<file path="src/sv/bounded_deque_with_key_search_macros.svh">
// Assertion macros shared by the deque RTL.
// Needs clk_i and rst_ni in the scope where a macro is used.
`ifndef BOUNDED_DEQUE_WITH_KEY_SEARCH_MACROS_SVH
`define BOUNDED_DEQUE_WITH_KEY_SEARCH_MACROS_SVH

`ifndef SYNTHESIS
`define BDQ_ASSERT_HOLD(label, expr) \
  label: assert property (@(posedge clk_i) disable iff (!rst_ni) (expr)) \
    else $error("bdq: invariant violated");
`define BDQ_ASSERT_IMPL(label, ante, cons) \
  label: assert property (@(posedge clk_i) disable iff (!rst_ni) (ante) |-> (cons)) \
    else $error("bdq: implication violated");
`else
`define BDQ_ASSERT_HOLD(label, expr)
`define BDQ_ASSERT_IMPL(label, ante, cons)
`endif

`endif

</file>
<file path="src/sv/bdq_pkg.sv">
// Types and constants for the bounded deque with key search.
// No dependencies; imported by every module of the block but bdq_ram.
package bdq_pkg;

  localparam int unsigned FUNC_W = 3;
  localparam int unsigned KEY_W  = 32;
  localparam int unsigned REC_W  = 64;
  localparam int unsigned POS_W  = 16;
  localparam int unsigned CNT_W  = 7;

  // request function codes
  localparam logic [FUNC_W-1:0] FUNC_PUSH_FRONT = 3'd0;
  localparam logic [FUNC_W-1:0] FUNC_PUSH_BACK  = 3'd1;
  localparam logic [FUNC_W-1:0] FUNC_POP_FRONT  = 3'd2;
  localparam logic [FUNC_W-1:0] FUNC_POP_BACK   = 3'd3;
  localparam logic [FUNC_W-1:0] FUNC_READ       = 3'd4;
  localparam logic [FUNC_W-1:0] FUNC_FIND       = 3'd5;

  // depth of the command queue between front and back
  localparam int unsigned Q_DEPTH = 2;

  typedef enum logic [2:0] {
    OP_PUSH_FRONT,
    OP_PUSH_BACK,
    OP_POP_FRONT,
    OP_POP_BACK,
    OP_READ,
    OP_FIND,
    OP_NOP
  } op_e;

  typedef struct packed {
    logic [FUNC_W-1:0] func;
    logic [KEY_W-1:0]  rec_key;
    logic [REC_W-1:0]  rec_payload;
    logic [POS_W-1:0]  position;
  } cmd_t;

  typedef struct packed {
    logic              ok;
    logic [KEY_W-1:0]  out_key;
    logic [REC_W-1:0]  out_payload;
    logic [CNT_W-1:0]  entry_count;
    logic              is_empty;
  } result_t;

  // decoded request as it travels through the queue
  typedef struct packed {
    op_e              op;
    logic [KEY_W-1:0] key;
    logic [REC_W-1:0] payload;
    logic             pos_valid;
    logic [POS_W-1:0] pos_m1;
  } job_t;

endpackage

</file>
<file path="src/sv/bdq_queue.sv">
// Short FIFO of decoded jobs between the front and back of the deque.
// Depends on bdq_pkg.
module bdq_queue import bdq_pkg::*; (
  input  logic clk_i,
  input  logic rst_ni,
  input  logic push_i,
  input  job_t job_i,
  output logic full_o,
  output logic valid_o,
  input  logic pop_i,
  output job_t job_o
);

  localparam int unsigned QAW = $clog2(Q_DEPTH);
  localparam int unsigned QCW = $clog2(Q_DEPTH + 1);

  job_t           slot_q [Q_DEPTH];
  logic [QAW-1:0] wr_ptr_q, wr_ptr_d;
  logic [QAW-1:0] rd_ptr_q, rd_ptr_d;
  logic [QCW-1:0] fill_q, fill_d;

  always_comb begin
    wr_ptr_d = wr_ptr_q;
    rd_ptr_d = rd_ptr_q;
    fill_d   = fill_q;
    if (push_i) begin
      wr_ptr_d = (wr_ptr_q == QAW'(Q_DEPTH - 1)) ? '0 : wr_ptr_q + 1'b1;
    end
    if (pop_i) begin
      rd_ptr_d = (rd_ptr_q == QAW'(Q_DEPTH - 1)) ? '0 : rd_ptr_q + 1'b1;
    end
    if (push_i && !pop_i) begin
      fill_d = fill_q + 1'b1;
    end else if (pop_i && !push_i) begin
      fill_d = fill_q - 1'b1;
    end
  end

  always_ff @(posedge clk_i or negedge rst_ni) begin
    if (!rst_ni) begin
      wr_ptr_q <= '0;
      rd_ptr_q <= '0;
      fill_q   <= '0;
    end else begin
      wr_ptr_q <= wr_ptr_d;
      rd_ptr_q <= rd_ptr_d;
      fill_q   <= fill_d;
    end
  end

  always_ff @(posedge clk_i) begin
    if (push_i) begin
      slot_q[wr_ptr_q] <= job_i;
    end
  end

  assign full_o  = (fill_q == QCW'(Q_DEPTH));
  assign valid_o = (fill_q != '0);
  assign job_o   = slot_q[rd_ptr_q];

endmodule

</file>
<file path="config.mk">
export PLATFORM = sky130hd
export DESIGN_NAME = bdq_queue
export DESIGN_NICKNAME = d
export VERILOG_FILES = /design/src/sv/bounded_deque_with_key_search_macros.svh /design/src/sv/bdq_pkg.sv /design/src/sv/bdq_queue.sv
export SDC_FILE = /design/constraint.sdc
export NUM_CORES = 1
export LEC_CHECK = 0
export ABC_AREA = 1
export BUFFER_PORTS_ARGS = -buffer_cell sky130_fd_sc_hd__buf_2
export CAP_MARGIN = 20
export CORE_ASPECT_RATIO = 1.4
export CORE_MARGIN = 3
export CORE_UTILIZATION = 50
export CTS_BUF_LIST = sky130_fd_sc_hd__clkbuf_16
export CTS_CLUSTER_SIZE = 20
export DETAILED_ROUTE_END_ITERATION = 16
export PLACE_DENSITY = 0.77
export SYNTH_ARGS = -nofsm -noshare
export SYNTH_HDL_FRONTEND = slang
export SYNTH_SLANG_ARGS = --single-unit
</file>
<file path="constraint.sdc">
create_clock -name clk_i -period 12.42 [get_ports clk_i]
set_clock_uncertainty 0.15 [all_clocks]
set_input_delay 1.242 -clock clk_i [delete_from_list [all_inputs] [get_ports clk_i]]
set_output_delay 1.242 -clock clk_i [all_outputs]
set_load 0.05 [all_outputs]
</file>
# Word level (Yosys, flattened, before mapping)

Memories as Yosys holds them, arrays and structs flattened.
Cells that the tools add are included.

Output and inout port bits: 118
Register bits: 4
Memory bits (writable): 232
Memories: 1
Latch bits: 0
Bits in read-only memories: 0

Memories:

| name   | words | width | rd ports | clocked after Yosys merged registers in | wr ports | RTL line        | text |
|---|---|---|---|---|---|---|---|
| slot_q | 2     | 116   | 1        | 0                                       | 1        | bdq_queue.sv:17 | `job_t slot_q [Q_DEPTH];` |

Equality and inequality tests: 1
Div/mod/pow operators: 0
Reduce and logical (&&, ||, !) cells: 6
Multiplexer cells: 6
Order comparisons: 0
Shifts and indexed selects: 0
Bitwise logic cells: 0
Multipliers: 0
Add/subtract/negate cells: 4

Operators by type and width:

| operator            | number |
|---|---|
| $mux 1              | 4 |
| $mux 2              | 2 |
| $reduce_bool 2->1   | 2 |
| $add 1x1->1 const B | 2 |
| $add 2x1->2 const B | 1 |
| $eq 2x2->1 const B  | 1 |
| $logic_and 1x1->1   | 2 |
| $logic_not 1->1     | 2 |
| $sub 2x1->2 const B | 1 |

# Depth between registers and ports, before layout

Depth after elaboration: 4
Mapped depth: 7

# Worst setup path after synthesis

No wires, ideal clock.

Path type: input -> register
Start point: input push_i
End point: memory slot_q[0][0] (netlist bit), enable pin
Setup time: 595 ps
Stages on the path: 2
Required time: 11675 ps
Data arrival time: 6135 ps
Path buffers: 0
Setup slack: 5539 ps
Cells stage by stage: inv_1 nor2_1

Word-level cells in the longest chain between the ends: 2

Ends and longest elaborated chain:

| element                      | RTL line        | text |
|---|---|---|
| start: declaration           | bdq_queue.sv:6  | `input logic push_i,` |
| $mux 1                       | bdq_queue.sv:52 | `if (push_i) begin` |
| $mux 1 (implied by the code) | bdq_queue.sv:53 | `slot_q[wr_ptr_q] <= job_i;` |
| end: declaration             | bdq_queue.sv:17 |  |

Every way passes these cells.

==> metrics.txt <==
Pleak=4.18 nW; worst reg-to-reg path cell count=3; crit-path leading delay family=flip-flops; Via density=4.94; Syn Nets=507; Global Route Usage Sum=16.2%; port buffer count=237; Post-synth EDFFs=232; Slowest cell on crit path=dfrtp_4; CTS Sinks=236; Inserted Clock Buffers=21; hold_buf cts=0; Levels on crit path=3; largest net degree at the start of global routing=75; clk root buf=clkbuf_16; Syn-to-layout area delta=24.5%; Yosys top cell area share=80.2%; ANT cells=0; Worst-Margin Slew=1060 ps; Unique masters post-synth=14; worst min-delay path category=reg2reg; prevailing post-synth register cell=edfxtp_1; Starting Density=51.5%; clock-pin slew on the worst setup and hold paths=60 ps; core region area=16900 sq um; RSZ-0062 raised after global routing=no; top cells by area, synth=edfxtp_1, mux2_2, mux2_4, dfrtp_1, buf_6; min cycle time layout=4350 ps; Crit Path Category=reg2out; Gate Count Post-Synth=386; Placed Cells=846; die area=19000 sq um; clk buf depth=3; Buffers & Inverters on Critical Path=2; height of the die=162 um; worst-skew pair later-pin latency=480 ps; crit path launch type=flop; post-layout instance count excluding filler cells=882; Placement Rows=56; Power Dens Cells=273 nW/um^2; CP peak stage delay=1100 ps; initial antenna violation count=1; FF+latch count, synth=236; fmax=0.230 GHz; most instantiated cells after synthesis=edfxtp_1, mux2_2, mux2_4, buf_2, inv_1; Routed WL=15.9 mm; DRC Markers=0; mean post-synth cell area=22.5 sq um; sequential share of the synthesized area=81.3%; share of cells above drive strength 1=59.7%; pins over their slew limit=0; FF-to-FF Start=wr_ptr_q; Final setup violation count=0; cts repair resizes=0; most frequent cell after synthesis=edfxtp_1; vias in the first global route=4884; nature of the critical path endpoint=primary output; worst setup path startpoint=rd_ptr_q; GRT Residual Overflow=0; Yosys top cell by area=edfxtp_1; run status=complete, no violations; Critical Path RT=11030 ps; initial DRC count=266; Nets=758; drt pass-1 iters=4; Mapped Area=8690 sq um; Critical Path Fanout Max=68; worst vdd ir=0.195 mV; Final period util=35.0%; CTS tree=yes; Async SR Flop Fraction=1.69%; Routed Antenna Nets=0; DP Wirelength=10.5 mm; Vias=4361; post-CTS setup buffers=0; Final Hold Viols=0; final core occ=64.1%; number of synthesis warnings=0; first-pass GRT wire length=24.4 mm; total negative slack=0 ps; Max-slew headroom=29.5%; Worst EP arrival=2960 ps; crit-path cells=buf_4 > mux2_2 > buf_2; GP Congestion=0.773; drt wl/cell=18.0 um; hold_sp=fill_q[1]; H-tree levels=1; I/O pin count=238; max-cap violations=0; DIE WIDTH=117 um; hold path depth=2
layout by cell type, fill, tap and decap left out, drive strengths merged:
cell	Yosys	layout
clkinv	0	7
buf	13	241
edfxtp	232	232
mux2	116	116
nand2	6	6
clkbuf	0	21
xor2	2	2
nand4	1	1
ha	1	1
xnor2	1	1
bufinv	0	4
clkinvlp	0	2
nor2	2	2
nand3	1	1
dfrtp	4	4
inv	7	9
area by class of cell:
class | count | area [sq um]
clock inverters | 15 | 170
well taps | 232 | 290
flip-flops and latches | 236 | 7070
clock buffers | 21 | 526
inverters | 7 | 28.8
fillers | 1199 | 6070
multi-input cells | 130 | 1510
repair buffers | 241 | 1230
state kept, by name, summed over array words and instances (netlist names):
| register | cells |
|---|---|
| fill_q | 2 |
| slot_q | 232 |
| rd_ptr_q | 1 |
| wr_ptr_q | 1 |
cells by family (layout without fill, tap and decap cells):
group,after synthesis,after routing,share of synthesized area (%)
fa+ha+maj,1,1,0.144
xor+xnor,3,3,0.302
buf+inv,20,284,1.41
flops,236,236,81.3
simple gates,10,10,0.475
mux,116,116,16.3
path summary, 6_finish.rpt:
kind                                endpoint  slack (ps)
worst max-delay path               job_o[37]        8070
worst min-delay path               fill_q[1]         360
worst max register to register  slot_q[0][9]        9860
worst min register to register     fill_q[1]         360
max in group asynchronous           rd_ptr_q       11590
min in group asynchronous          fill_q[0]         400
routing by layer:
metal	vias up	track usage, %	share of wire [%]
li1	2008	-	-
met1	2135	16.4	35
met2	176	31.2	55
met3	40	4.88	7.5
met4	2	5.76	3.0
met5	-	0	0.082
worst register-to-register path, delay by kind of cell (launching register included):
family                 cells  cell delay [ps]
flip-flops                 1              430
buffers and inverters      2             1050
AND/OR/NAND/NOR            1              500
per-stage QoR:
stage               area (sq um)  total power, W  hold slack (ps)  setup WS (ps)
floorplan                   8690         0.00211              292           5540
global placement           10100         0.00231              304           8510
detailed placement         10100         0.00233              347           8510
CTS                        10800         0.00298              363           7970
global route               10800         0.00307              382           7870
finish                     10800         0.00295              362           8070
power by group:
part	internal [W]	switching, W
clock	0.000389	0.000260
sequential	0.00106	0.0000869
combinational	0.000333	0.000822
total	0.00178	0.00117
No activity file was read; power rests on OpenSTA's default activity.
