## src/sv/bounded_deque_with_key_search_macros.svh

```systemverilog
// Assertion macros shared by the deque RTL.
// Needs clk_i and rst_ni in the scope where a macro is used.
`ifndef BOUNDED_DEQUE_WITH_KEY_SEARCH_MACROS_SVH
`define BOUNDED_DEQUE_WITH_KEY_SEARCH_MACROS_SVH

`ifndef SYNTHESIS
`define BDQ_ASSERT_HOLD(label, expr) \
  label: assert property (@(posedge clk_i) disable iff (!rst_ni) (expr)) \
    else $error("bdq: invariant violated");
`define BDQ_ASSERT_IMPL(label, ante, cons) \
  label: assert property (@(posedge clk_i) disable iff (!rst_ni) (ante) |-> (cons)) \
    else $error("bdq: implication violated");
`else
`define BDQ_ASSERT_HOLD(label, expr)
`define BDQ_ASSERT_IMPL(label, ante, cons)
`endif

`endif

```

## src/sv/bdq_pkg.sv

```systemverilog
// Types and constants for the bounded deque with key search.
// No dependencies; imported by every module of the block but bdq_ram.
package bdq_pkg;

  localparam int unsigned FUNC_W = 3;
  localparam int unsigned KEY_W  = 32;
  localparam int unsigned REC_W  = 64;
  localparam int unsigned POS_W  = 16;
  localparam int unsigned CNT_W  = 7;

  // request function codes
  localparam logic [FUNC_W-1:0] FUNC_PUSH_FRONT = 3'd0;
  localparam logic [FUNC_W-1:0] FUNC_PUSH_BACK  = 3'd1;
  localparam logic [FUNC_W-1:0] FUNC_POP_FRONT  = 3'd2;
  localparam logic [FUNC_W-1:0] FUNC_POP_BACK   = 3'd3;
  localparam logic [FUNC_W-1:0] FUNC_READ       = 3'd4;
  localparam logic [FUNC_W-1:0] FUNC_FIND       = 3'd5;

  // depth of the command queue between front and back
  localparam int unsigned Q_DEPTH = 2;

  typedef enum logic [2:0] {
    OP_PUSH_FRONT,
    OP_PUSH_BACK,
    OP_POP_FRONT,
    OP_POP_BACK,
    OP_READ,
    OP_FIND,
    OP_NOP
  } op_e;

  typedef struct packed {
    logic [FUNC_W-1:0] func;
    logic [KEY_W-1:0]  rec_key;
    logic [REC_W-1:0]  rec_payload;
    logic [POS_W-1:0]  position;
  } cmd_t;

  typedef struct packed {
    logic              ok;
    logic [KEY_W-1:0]  out_key;
    logic [REC_W-1:0]  out_payload;
    logic [CNT_W-1:0]  entry_count;
    logic              is_empty;
  } result_t;

  // decoded request as it travels through the queue
  typedef struct packed {
    op_e              op;
    logic [KEY_W-1:0] key;
    logic [REC_W-1:0] payload;
    logic             pos_valid;
    logic [POS_W-1:0] pos_m1;
  } job_t;

endpackage

```

## src/sv/bdq_front.sv

```systemverilog
// Request front end: takes a command transfer and decodes it into a job.
// Depends on bdq_pkg.
module bdq_front import bdq_pkg::*; (
  input  logic start,
  input  cmd_t cmd_i,
  input  logic q_full_i,
  output logic busy,
  output logic push_o,
  output job_t job_o
);

  always_comb begin
    job_o.key       = cmd_i.rec_key;
    job_o.payload   = cmd_i.rec_payload;
    job_o.pos_valid = (cmd_i.position != '0);
    job_o.pos_m1    = cmd_i.position - 1'b1;
    unique case (cmd_i.func)
      FUNC_PUSH_FRONT: job_o.op = OP_PUSH_FRONT;
      FUNC_PUSH_BACK:  job_o.op = OP_PUSH_BACK;
      FUNC_POP_FRONT:  job_o.op = OP_POP_FRONT;
      FUNC_POP_BACK:   job_o.op = OP_POP_BACK;
      FUNC_READ:       job_o.op = OP_READ;
      FUNC_FIND:       job_o.op = OP_FIND;
      default:         job_o.op = OP_NOP;
    endcase
  end

  assign busy   = q_full_i;
  assign push_o = start && !q_full_i;

endmodule

```

## config.mk

```make
export PLATFORM = sky130hd
export DESIGN_NAME = bdq_front
export DESIGN_NICKNAME = d
export VERILOG_FILES = /design/src/sv/bounded_deque_with_key_search_macros.svh /design/src/sv/bdq_pkg.sv /design/src/sv/bdq_front.sv
export SDC_FILE = /design/constraint.sdc
export NUM_CORES = 1
export LEC_CHECK = 0
export ABC_AREA = 0
export BUFFER_PORTS_ARGS = -buffer_cell sky130_fd_sc_hd__buf_2
export CORE_AREA = 2 2 91 93
export DETAILED_ROUTE_END_ITERATION = 8
export DIE_AREA = 0 0 93 95
export GPL_ROUTABILITY_DRIVEN = 0
export PLACE_DENSITY = 0.56
export SLEW_MARGIN = 5
export SYNTH_ARGS = -nofsm -noshare
export SYNTH_HDL_FRONTEND = slang
export SYNTH_SLANG_ARGS = --single-unit
```

## constraint.sdc

```tcl
create_clock -name vclk -period 2.9
set_input_delay 0.58 -clock vclk [all_inputs]
set_output_delay 0.58 -clock vclk [all_outputs]
set_load 0.03 [all_outputs]
```

# Word-level counts from Yosys, hierarchy flattened
# Index checks and enable logic that the tools add are counted.
[word_totals] ff_bits=0 mem_count=0 rom_bits=0 inputBits=117 ram_bits=0 elab_cells=11 latchBits=0
[op_classes] n_mul=0 muxes=1 bitwise_logic=0 shift=0 eq_ne=5 n_reduce_logical=4 n_lt_le_gt_ge=0 addsub=1 div_mod_pow=0
[ops] op="$pmux 3 s6" count=1
[ops] op="$reduce_bool 16->1" count=1
[ops] op="$sub 16x1->16 const B" count=1
[ops] op="$eq 3x2->1 const B" count=2
[ops] op="$eq 3x3->1 const B" count=2
[ops] op="$eq 3x1->1 const B" count=1
[ops] op="$logic_not 3->1" count=1
[ops] op="$logic_and 1x1->1" count=1
[ops] op="$logic_not 1->1" count=1

# Logic depth before layout (Yosys ltp)
# Gate-level depths: netlist of run 1.
[logic_depth] depth_word=2 ltp_mapped=6 ltp_nobuf=6

# Worst setup path before layout of run 1
# OpenSTA, ideal clock, no wires.
[synth_timing] path_kind="input-to-output" startpoint="input port cmd_i[5] in the netlist's numbering" endpoint="output port job_o[15] in the netlist's numbering" t_arrival_ns=2.440 t_required_ns=2.320 slack_ns=-0.120 cell_stages=5 n_path_buf=1 cell_sequence="or4_1 -> or4_1 -> buf_6 -> nor4b_4 -> xor2_1"
[synth_rtl] element="start, declared" line="bdq_front.sv:5" text="input cmd_t cmd_i,"
[synth_rtl] element="end, declared" line="bdq_front.sv:9" text="output job_t job_o"

==> out/metrics.yaml, run 1 <==
outcome:
  outcome: "finished with violations"
  violations: "negative setup slack"
final_layout:
  final_nets: 212
  n_fill_cell: 941
  regArea_um2: 0
  area.growth.synth_to_final_pct: -23.2
  drive_gt1_share_pct: 68.5
  final_area_um2: 822
  nClkBuffers: 0
  antenna_cells: 0
  most-common-layout-cells: "buf_2, buf_4, xor2_1, buf_6, nor2_1"
  layout_commonest_cell: "buf_2"
  seq_cell_count: 0
drt:
  drcViolationCount: 0
  avgRoutedWirePerCell_um: 15.8
  m1WireLength_um: 618
  detail-route-antenna-nets: 0
  routed-wl-met3_um: 926
  wl_met2_mm: 1.42
  vias_per_cell: 3.13
  vias: 616
  firstDrtPassIters: 4
  drt-total-wl_mm: 3.11
  drtIter0Drc: 9
  top_layer_used: "met4"
timing:
  setup_ws_ns: -0.0770
  fmax_ghz: 0.336
  worst_slew_pin_slew_ns: 0.300
  setup_viol: 2
  slew_headroom_pct: 79.8
  rsz0062_at_grt: "yes"
  maxSlewViolCount: 0
  period_needed_ns: 2.98
  fin_crit_sh_pct: 103
  hold_viol_final: 0
  finalSetupTns_ns: -0.120
floorplanning:
  start_util_pct: 13.5
  die_y_um: 95
  core_area_mm2: 0.00793
  rows: 33
  die_area_mm2: 0.00884
  io_pins: 235
  die_w_um: 93
synth:
  synth_area_mm2: 0.00107
  syn_nets: 260
  syn_area_per_cell_um2: 7.54
  synth_cells: 142
  ys_seq_area_share_pct: 0
  ys_types: 23
  yosys_warnings: 0
setup_path:
  path_cells: "buf_6, or4_4, or4_4, or3_4, xnor2_4, buf_6"
  criticalPathCategory: "in -> out"
  critPathCaptureType: "output port"
  cp_slowest_cell: "or4_4"
  worst-path-max-fanout: 5
  slowest_delay_ns: 0.52
  crit_arrival_ns: 2.40
  critical_path_required_ns: 2.32
  setup.worst_path.start_class: "primary input"
pwr:
  netSwitchingPower_uw: 70.4
  irDropWorstVdd_v: 0.0000179
  clock_power_share_pct: 0
  swShare_pct: 61.0
  p_per_area_mw_per_mm2: 140
  pwr-share-seq_pct: 0
  comb_power_share_pct: 100.0
  p_int_uw: 44.9
  power.leakage_nw: 0.369
hold_path:
  hold_depth: 0
  hold_path_end: "job_o[105]"
  worstHoldStart: "cmd_i[104]"
  hold_class: "in -> out"
place:
  placed_area_um2: 764
  hpwl_mm: 2.78
  io_buffer_count: 43
global_routing:
  grt_pass1_vias: 623
  grt_overflow_total: 0
  grt_pass1_wl_mm: 4.00
  grt_antenna_before_repair: 0
  track_usage_pct: 6.03
  grt_max_degree: 6
flow_run:
  cap_violations: 0
## worst max path at each step
stage / start / end / slack (ns) / depth (start not counted)
global route: cmd_i[5] / job_o[9] / -0.12 / 6
finish: cmd_i[5] / job_o[9] / -0.08 / 6
floorplan: cmd_i[5] / job_o[15] / 0.007 / 5
CTS: cmd_i[5] / job_o[9] / -0.1 / 7
global placement: cmd_i[5] / job_o[9] / -0.17 / 7
detailed placement: cmd_i[5] / job_o[10] / -0.18 / 7
## repair_timing
item,CTS,global route
endpoints found under the setup margin,4,5
buffers inserted,1,0
hold buffers,0,0
endpoints found under the hold margin,0,0
pin swaps,2,5
resized for setup,14,2
## critical path: cells and delay by family
kind	cells	cell delay, ns
xor+xnor	1	0.14
buf+inv	2	0.23
simple gates	3	1.43
## metrics by stage
| stage | std cells | util, % | worst slack (ns) | power, mW | hold WS, ns |
|---|---|---|---|---|---|
| 2_1_floorplan | 142 | - | 0.00667 | 0.309 | 1.26 |
| 3_3_place_gp | 197 | 9.64 | -0.167 | 0.107 | 1.16 |
| 3_5_place_dp | 197 | 9.64 | -0.184 | 0.108 | 1.16 |
| 4_1_cts | 198 | 10.4 | -0.0976 | 0.115 | 1.16 |
| 5_1_grt | 197 | 10.4 | -0.116 | 0.123 | 1.16 |
| 6_report | 197 | 10.4 | -0.0770 | 0.115 | 1.16 |
## power groups by stage
stage | combinational (mW) | clock [mW] | sequential (mW)
global placement | 0.107 | 0 | 0
detailed placement | 0.108 | 0 | 0
finish | 0.115 | 0 | 0
global route | 0.123 | 0 | 0
floorplan | 0.309 | 0 | 0
CTS | 0.115 | 0 | 0
## layer usage
layer	GRT usage [%]	vias up
li1	-	246
met1	3.15	240
met2	10.4	108
met3	7.82	22
met4	2.45	0
met5	2.98	-
## area by class of cell
| type | instances | area, um^2 | share of cell area [%] |
|---|---|---|---|
| repair buffers | 50 | 305 | 37.1 |
| well taps | 105 | 131 | 16.0 |
| multi-input cells | 39 | 374 | 45.5 |
| inverters | 3 | 11.3 | 1.37 |
## synth_stat cells
cell type,number,area [um^2]
a21boi_0,1,7.51
buf_4,97,728
buf_6,1,11.3
clkbuf_1,2,7.51
ha_1,1,12.5
inv_1,3,11.3
nand2_1,3,11.3
nand2b_1,1,6.26
nand3b_1,1,7.51
nor2_1,5,18.8
nor2b_1,1,6.26
nor3_1,2,10.0
nor4_1,1,6.26
nor4_4,1,21.3
nor4b_4,1,23.8
o21ai_0,1,5.00
or3_1,1,6.26
or3_2,1,7.51
or3_4,1,11.3
or4_1,4,30.0
xnor2_1,4,35.0
xnor2_2,1,16.3
xor2_1,8,70.1
## kinds of logic after synthesis
group / share of synthesized area [%]
compound gates: 1.17
buf+inv: 70.8
xor+xnor: 11.3
fa+ha+maj: 1.17
simple gates: 15.5
(Power assumes the default switching activity.)
==> run 2, diff against run 1 <==
Settings changed: SETUP_SLACK_MARGIN set to 0.5, TNS_END_PERCENT set to 10.
==> out/metrics.yaml, run 2 (synthesis gave the netlist of run 1 again) <==
setup_path:
  worst-path-max-fanout: 5
  critical_path_required_ns: 2.32
  setup.worst_path.start_class: "primary input"
  critPathCaptureType: "output port"
  crit_arrival_ns: 2.43
  criticalPathCategory: "in -> out"
hold_path:
  hold_class: "in -> out"
global_routing:
  track_usage_pct: 5.84
  grt_pass1_vias: 615
  grt_overflow_total: 0
  met2_usage_pct: 10.5
  grt.busiest_layer: "met2"
  grt_max_degree: 6
  grt_pass1_wl_mm: 3.88
  use_met1_pct: 2.34
  grtUsageMet3_pct: 7.90
  grt_antenna_before_repair: 0
drt:
  vias_per_cell: 3.11
  vias: 615
  firstDrtPassIters: 2
  drcViolationCount: 0
  detail-route-antenna-nets: 0
  drtIter0Drc: 4
  avgRoutedWirePerCell_um: 15.8
  drt-total-wl_mm: 3.13
final_layout:
  regArea_um2: 0
  final_area_um2: 855
  antenna_cells: 0
  n_fill_cell: 929
  seq_cell_count: 0
  layout_commonest_cell: "buf_2"
  drive_gt1_share_pct: 69.9
  nClkBuffers: 0
  final_nets: 213
  final_util_pct: 10.8
  most-common-layout-cells: "buf_2, buf_6, buf_4"
  area.growth.synth_to_final_pct: -20.2
timing:
  fmax_ghz: 0.332
  maxSlewViolCount: 0
  setup_ws_ns: -0.112
  setup_viol: 3
  hold_viol_final: 0
  worst_slew_pin_slew_ns: 0.267
  period_needed_ns: 3.01
  rsz0062_at_grt: "yes"
  hold-worst-slack_ns: 1.16
  fin_crit_sh_pct: 104
  slew_headroom_pct: 82.0
flow_run:
  cap_violations: 0
outcome:
  outcome: "finished with violations"
  violations: "negative setup slack"
place:
  hpwl_mm: 2.79
  io_buffer_count: 43
  placed_area_um2: 764
  pre_cts_slack_ns: -0.178
pwr:
  total_power_uw: 118
  netSwitchingPower_uw: 70.7
  pwr-share-seq_pct: 0
  p_per_area_mw_per_mm2: 139
  irDropWorstVdd_v: 0.0000166
  p_int_uw: 47.8
  comb_power_share_pct: 100.0
  power.leakage_nw: 0.388
  clock_power_share_pct: 0
  swShare_pct: 59.7
floorplanning:
  core_area_mm2: 0.00793
  die_area_mm2: 0.00884
  io_pins: 235
  rows: 33
  die_w_um: 93
  start_util_pct: 13.5
  die_y_um: 95
## run 2: cell types whose count changed in the layout (fill, tap and decap cells not counted)
cell | previous run | this run
buf_2 | 37 | 33
buf_4 | 7 | 9
buf_6 | 6 | 9
or3_2 | 0 | 1
or3_4 | 3 | 2
xnor2_1 | 2 | 1
xnor2_2 | 2 | 3
## run 2: area by class of cell
| cell class | count | area, um^2 | share of cell area (%) |
|---|---|---|---|
| inverters | 3 | 11.3 | 1.32 |
| multi-input cells | 39 | 378 | 44.2 |
| well taps | 105 | 131 | 15.4 |
| repair buffers | 51 | 334 | 39.1 |
## run 2: final timing paths
| check | start | end | cells after the start |
|---|---|---|---|
| max | cmd_i[5] | job_o[9] | 7 |
| min | cmd_i[64] | job_o[65] | 0 |
## run 2: power groups by stage
stage          Combinational (mW)  Sequential (mW)  Clock (mW)
2_1_floorplan               0.309                0           0
3_3_place_gp                0.107                0           0
3_5_place_dp                0.108                0           0
4_1_cts                     0.119                0           0
5_1_grt                     0.126                0           0
6_report                    0.118                0           0
## run 2: layer usage
metal / vias to the layer above / wire length, um
li1: 247 / -
met1: 229 / 491
met2: 117 / 1460
met3: 22 / 979
met4: 0 / 198
met5: - / 0
## run 2: timing repair
item	in CTS	in global routing
hold buffers	0	0
endpoints found under the setup margin	11	11
setup buffers	1	0
pin swaps	3	1
resized for setup	22	0
hold endpoints to repair	0	0
## run 2: critical path, stage by stage
cell and delay, ns:
buf_6 0.09, or4_4 0.53, or4_4 0.43, buf_6 0.15, or3_4 0.36, xnor2_4 0.14
buf_6 0.15
## run 2: stage by stage
stage	setup TNS (ns)	std cells
global route	-0.358	198
finish	-0.227	198
floorplan	0	142
global placement	-0.525	197
CTS	-0.210	198
detailed placement	-0.578	197
